## src/hdl/uniform_bin_histogram_top_assert.svh

```systemverilog
// Assertion macros used by the histogram datapath RTL.
`ifndef UNIFORM_BIN_HISTOGRAM_TOP_ASSERT_SVH
`define UNIFORM_BIN_HISTOGRAM_TOP_ASSERT_SVH
`ifndef SYNTH
`define UBH_ASSERT(label, clk, rst_n, prop, msg) \
    label: assert property (@(posedge clk) disable iff (!rst_n) prop) else $error(msg);
`define UBH_ASSERT_NEXT(label, clk, rst_n, pre, post, msg) \
    label: assert property (@(posedge clk) disable iff (!rst_n) pre |=> post) else $error(msg);
`else
`define UBH_ASSERT(label, clk, rst_n, prop, msg)
`define UBH_ASSERT_NEXT(label, clk, rst_n, pre, post, msg)
`endif
`endif

```

## src/hdl/ubh_pkg.sv

```systemverilog
package ubh_pkg;

    localparam int MAX_BINS_DEF   = 1024;
    localparam int COUNT_BITS_DEF = 32;

    localparam int MODE_W      = 3;
    localparam int VALUE_W     = 32;
    localparam int INDEX_W     = 10;
    localparam int WIDTH_W     = 31;
    localparam int NBINS_W     = 11;
    localparam int OUT_W       = 32;
    localparam int CFG_ADDR_W  = 3;
    localparam int CFG_DATA_W  = 32;
    localparam int IN_TDATA_W  = 48;
    localparam int OUT_TDATA_W = 112;

    localparam logic [VALUE_W-1:0] RANGE_LOW_RST  = 32'sd0;
    localparam logic [VALUE_W-1:0] RANGE_HIGH_RST = 32'd67108864;
    localparam logic [WIDTH_W-1:0] BIN_WIDTH_RST  = 31'd65536;
    localparam logic [VALUE_W-1:0] INV_WIDTH_RST  = 32'd65536;
    localparam logic [NBINS_W-1:0] NBINS_RST      = 11'd1024;

    typedef enum logic [MODE_W-1:0] {
        MODE_ADD_VAL  = 3'd0,
        MODE_ADD_IDX  = 3'd1,
        MODE_READ_VAL = 3'd2,
        MODE_READ_IDX = 3'd3,
        MODE_TOTAL    = 3'd4,
        MODE_EDGE     = 3'd5
    } mode_t;

    typedef enum logic [CFG_ADDR_W-1:0] {
        REG_RANGE_LOW  = 3'd0,
        REG_RANGE_HIGH = 3'd1,
        REG_BIN_WIDTH  = 3'd2,
        REG_INV_WIDTH  = 3'd3,
        REG_BIN_COUNT  = 3'd4
    } cfg_reg_t;

    typedef enum logic [2:0] {
        ST_CLEAR,
        ST_IDLE,
        ST_MUL,
        ST_BIN,
        ST_READ,
        ST_DONE
    } state_t;

    typedef struct packed {
        logic clear_en;
        logic load;
        logic mul_en;
        logic bin_en;
        logic finish;
    } ctrl_cmd_t;

    typedef struct packed {
        logic clear_last;
        logic out_free;
    } ctrl_status_t;

    // Saturate a count to the 32-bit result field.
    function automatic logic [OUT_W-1:0] sat32(input logic [63:0] v);
        logic [OUT_W-1:0] r;
        begin
            r = (v > 64'h0000_0000_FFFF_FFFF) ? '1 : v[OUT_W-1:0];
            return r;
        end
    endfunction

endpackage

```

## src/hdl/ubh_ctrl.sv

```systemverilog
module ubh_ctrl (
    input  logic                  clk,
    input  logic                  rst_n,
    input  logic                  s_tvalid,
    output logic                  s_tready,
    input  ubh_pkg::ctrl_status_t status,
    output ubh_pkg::ctrl_cmd_t    cmd
);
    import ubh_pkg::*;

    state_t state_reg;
    state_t state_next;

    always_ff @(posedge clk or negedge rst_n)
    begin
        if (!rst_n)
        begin
            state_reg <= ST_CLEAR;
        end
        else
        begin
            state_reg <= state_next;
        end
    end

    always_comb
    begin
        state_next = state_reg;
        case (state_reg)
            ST_CLEAR:
            begin
                if (status.clear_last)
                begin
                    state_next = ST_IDLE;
                end
            end
            ST_IDLE:
            begin
                if (s_tvalid)
                begin
                    state_next = ST_MUL;
                end
            end
            ST_MUL:  state_next = ST_BIN;
            ST_BIN:  state_next = ST_READ;
            ST_READ: state_next = ST_DONE;
            ST_DONE:
            begin
                // hold until the output register can take the result
                if (status.out_free)
                begin
                    state_next = ST_IDLE;
                end
            end
            default: state_next = ST_CLEAR;
        endcase
    end

    always_comb
    begin
        cmd      = '0;
        s_tready = 1'b0;
        case (state_reg)
            ST_CLEAR: cmd.clear_en = 1'b1;
            ST_IDLE:
            begin
                s_tready = 1'b1;
                cmd.load = s_tvalid;
            end
            ST_MUL:  cmd.mul_en = 1'b1;
            ST_BIN:  cmd.bin_en = 1'b1;
            ST_READ: cmd = '0;
            ST_DONE: cmd.finish = status.out_free;
            default: cmd = '0;
        endcase
    end

endmodule

```

## config.mk

```make
export PLATFORM = sky130hd
export DESIGN_NAME = ubh_ctrl
export DESIGN_NICKNAME = d
export VERILOG_FILES = /design/src/hdl/uniform_bin_histogram_top_assert.svh /design/src/hdl/ubh_pkg.sv /design/src/hdl/ubh_ctrl.sv
export SDC_FILE = /design/constraint.sdc
export NUM_CORES = 1
export LEC_CHECK = 0
export BUFFER_PORTS_ARGS = -buffer_cell sky130_fd_sc_hd__buf_4
export CORE_AREA = 2 2 39 41
export DETAILED_ROUTE_END_ITERATION = 6
export DIE_AREA = 0 0 41 43
export GPL_TIMING_DRIVEN = 0
export RECOVER_POWER = 100
export SLEW_MARGIN = 10
export SYNTH_ARGS = -nofsm -noshare
export SYNTH_HDL_FRONTEND = slang
export SYNTH_SLANG_ARGS = --single-unit
```

## constraint.sdc

```tcl
create_clock -name clk -period 1.5 [get_ports clk]
set_input_delay 0.15 -clock clk [delete_from_list [all_inputs] [get_ports clk]]
set_output_delay 0.15 -clock clk [all_outputs]
set_load 0.01 [all_outputs]
```

==> metrics <==
minimum clock period=1404 ps; CORE AREA=between 1000 and 1500 um2; clk sink count=3; largest net degree at the start of global routing=11; P_leak=~0.13 nW; CTS Buffer Depth=2; Slew @ Worst Pin=~350 ps; Worst VDD drop=between 400 and 500 uV; Layout Nets=between 40 and 50; Synth top area share=between 30% and 40%; Via Count=213; sw frac=41.46%; sequential fraction of design power=about a quarter; DIE WIDTH=41 um; Overall Global Routing Usage=slightly below 7%; post-route cell area=294.0 um2; CP Data Arrival Time=about 1300 ps; startpoint types=register; EDFF count, synth=0; Required @ worst endpoint=between 1000 and 1500 ps; worst skew pair latency=between 200 and 250 ps; Final Hold Viols=0; # setup viols final=0; Slowest cell on crit path=dfrtp_1; max reg flops=3; final period utilization=between 90 and 100%; Gate Count Post-Synth=22; CTS tree=yes; dpl cell area=~290 um2; layout cells sized above 1=approximately a fifth; Synth Net Count=27; Synth Area in XOR/XNOR=0%; total net switching power=0.0002497 W; initial antenna violation count=0; biggest cell delay along the critical path=320 ps; most used cell, CP=clkbuf_1; Syn. warnings=0; Post-DP HPWL=357.8 um; Placer Congestion=0.6803; number of global-route vias before repair=roughly 210; largest family of logic cells by synthesized area=simple AND/OR/NAND/NOR gates; grt ovf=0; Starting Density=between 10% and 20%; clock share of power=23.5%; CTS Buf Count=3; PortBufs=10; Synth area leader=dfrtp_1; Post-Place Setup Slack=roughly 320 ps; Gate power share=about half; cell area after synthesis=slightly below 200 um2; FFs w/ async S/R, synth=between 90% and 100%; Seq/Total Area, Yosys=38.96%; RSZ-0062 raised after global routing=false; total power=between 0.0006 and 0.0007 W; maxcap violations=0; Synth Area in Adders=0%; I/O pins=11; clock-pin slew of the registers on the worst-case setup and hold paths=around 40 ps; fmax=0.7125 GHz; first-pass GRT wire length=slightly below 800 um; Power per Cell Area=2048 nW/um2; # diodes=0; Final WS setup=about 96 ps; die footprint=1763 um2; ranking of synthesized cells by area=dfrtp_1 (39%), nor3b_1 (7.8%), and4b_1 (5.2%), mux2i_1 (5.2%), nor3_1 (5.2%); root buf cell=clkbuf_4; Critical Path Sink Type=output pin; Hold Crit Class=input port to register; CTS H-tree depth=1; final setup TNS=0 ps; Vias per Instance=slightly above 4; detailed-router iteration count before antenna repair=2; Pins Over Slew Limit=0; internal power=roughly 0.00035 W; top_reg_cell synth=dfrtp_1; Die Span Y=43 um; crit-path max FO=10; Row Count=14; 1st-iter DRT viols=2; Synth Area in Compound Gates=between 10% and 20%; Netlist cell types=16; synth-to-layout area growth=52.60%; # DRC=0; Crit Path Category=register to output pin; relative slew slack=76.56%; status=completed; DR WL/cell=~9 um; WL final=between 400 and 500 um; #FFs+latches synth=3; multiplexer share of the synthesized area=under 10%; critical-path cell list=clkbuf_1 -> nor3b_1 -> clkbuf_1; Post-Synthesis Mean Instance Area=roughly 9 um2; Post-Synth Simple-Gate Area=about a third; Max Clock Skew=2.417 ps; Final ANT Viol Nets=0
-- cell type report --
type                       instances  area (um2)
timing repair buffer              11       58.81
tap                               16       20.02
fill                             162        1090
clock buffer                       4       26.28
buffer                             2       8.758
multi-input combinational         16       105.1
sequential                         3       75.07
-- power groups by stage --
stage	Clock [W]	Sequential, W	Combinational [W]
after floorplan	0	0.000131	0.000245
after global placement	0	0.000134	0.000384
after detailed placement	0	0.000136	0.000389
after CTS	0.000149	0.000135	0.000393
after global routing	0.000160	0.000164	0.000331
final	0.000141	0.000157	0.000304
-- per-layer routing --
metal  track usage, %  share of wire, %  vias to the layer above
li1                 -                 -                      110
met1            7.097                41                       99
met2            9.375                52                        4
met3            3.665               6.9                        0
met4            6.000                 0                        0
met5                0                 0                        -
-- cell usage after synthesis (2+ instances only) --
library cell / instances
nand2_1: 2
dfrtp_1: 3
clkbuf_1: 2
nor3b_1: 2
nor3_1: 2
-- critical path, delay by kind of cell (launching register included) --
family / cells / cell delay, ps
buffers and inverters: 2 / 470
flip-flops: 1 / 320
AND/OR/NAND/NOR: 1 / 230
-- cells by family (layout without fill, tap and decap cells) --
kind of cell | Yosys count | after routing
AND/OR/NAND/NOR | 11 | 11
flip-flops | 3 | 3
AO/OA/AOI/OAI | 4 | 4
buffers and inverters | 3 | 17
multiplexers | 1 | 1
-- placed cells by master (no fill, tap or decap), drive strengths merged --
master	netlist	layout
a21o	1	1
a21oi	1	1
and4b	1	1
buf	1	4
clkbuf	2	12
dfrtp	3	3
dlygate4sd3	0	1
mux2i	1	1
nand2	2	2
nand2b	1	1
nand3b	1	1
nor2	1	1
nor3	2	2
nor3b	2	2
o211a	1	1
o21ai	1	1
or4	1	1
-- worst paths after layout --
kind | slack, ps | start | cells past startpoint | end
worst max-delay path | 100 | state_reg[1] | 3 | cmd[2]
worst min-delay path | 210 | status[0] | 3 | state_reg[2]
worst max register to register | 200 | state_reg[2] | 2 | state_reg[0]
worst min register to register | 600 | state_reg[0] | 2 | state_reg[0]
max in group asynchronous | 1090 | rst_n | 2 | state_reg[1]
min in group asynchronous | 250 | rst_n | 2 | state_reg[2]
-- what timing repair did --
item,4_1_cts,5_1_grt
endpoints found under the setup margin,0,1
resized for setup,0,0
setup buffers,0,0
hold buffers,1,0
endpoints found under the hold margin,3,0
-- through the flow --
step / util, % / hold slack [ps] / std cells
after detailed placement: 20.80 / -58.03 / 48
after global routing: 21.25 / 210.4 / 52
after floorplan: - / -145.6 / 22
after global placement: 20.80 / -59.86 / 48
after CTS: 23.42 / 209.6 / 53
final: 21.25 / 214.7 / 52
Note: power is estimated with default switching activity, not from simulation.
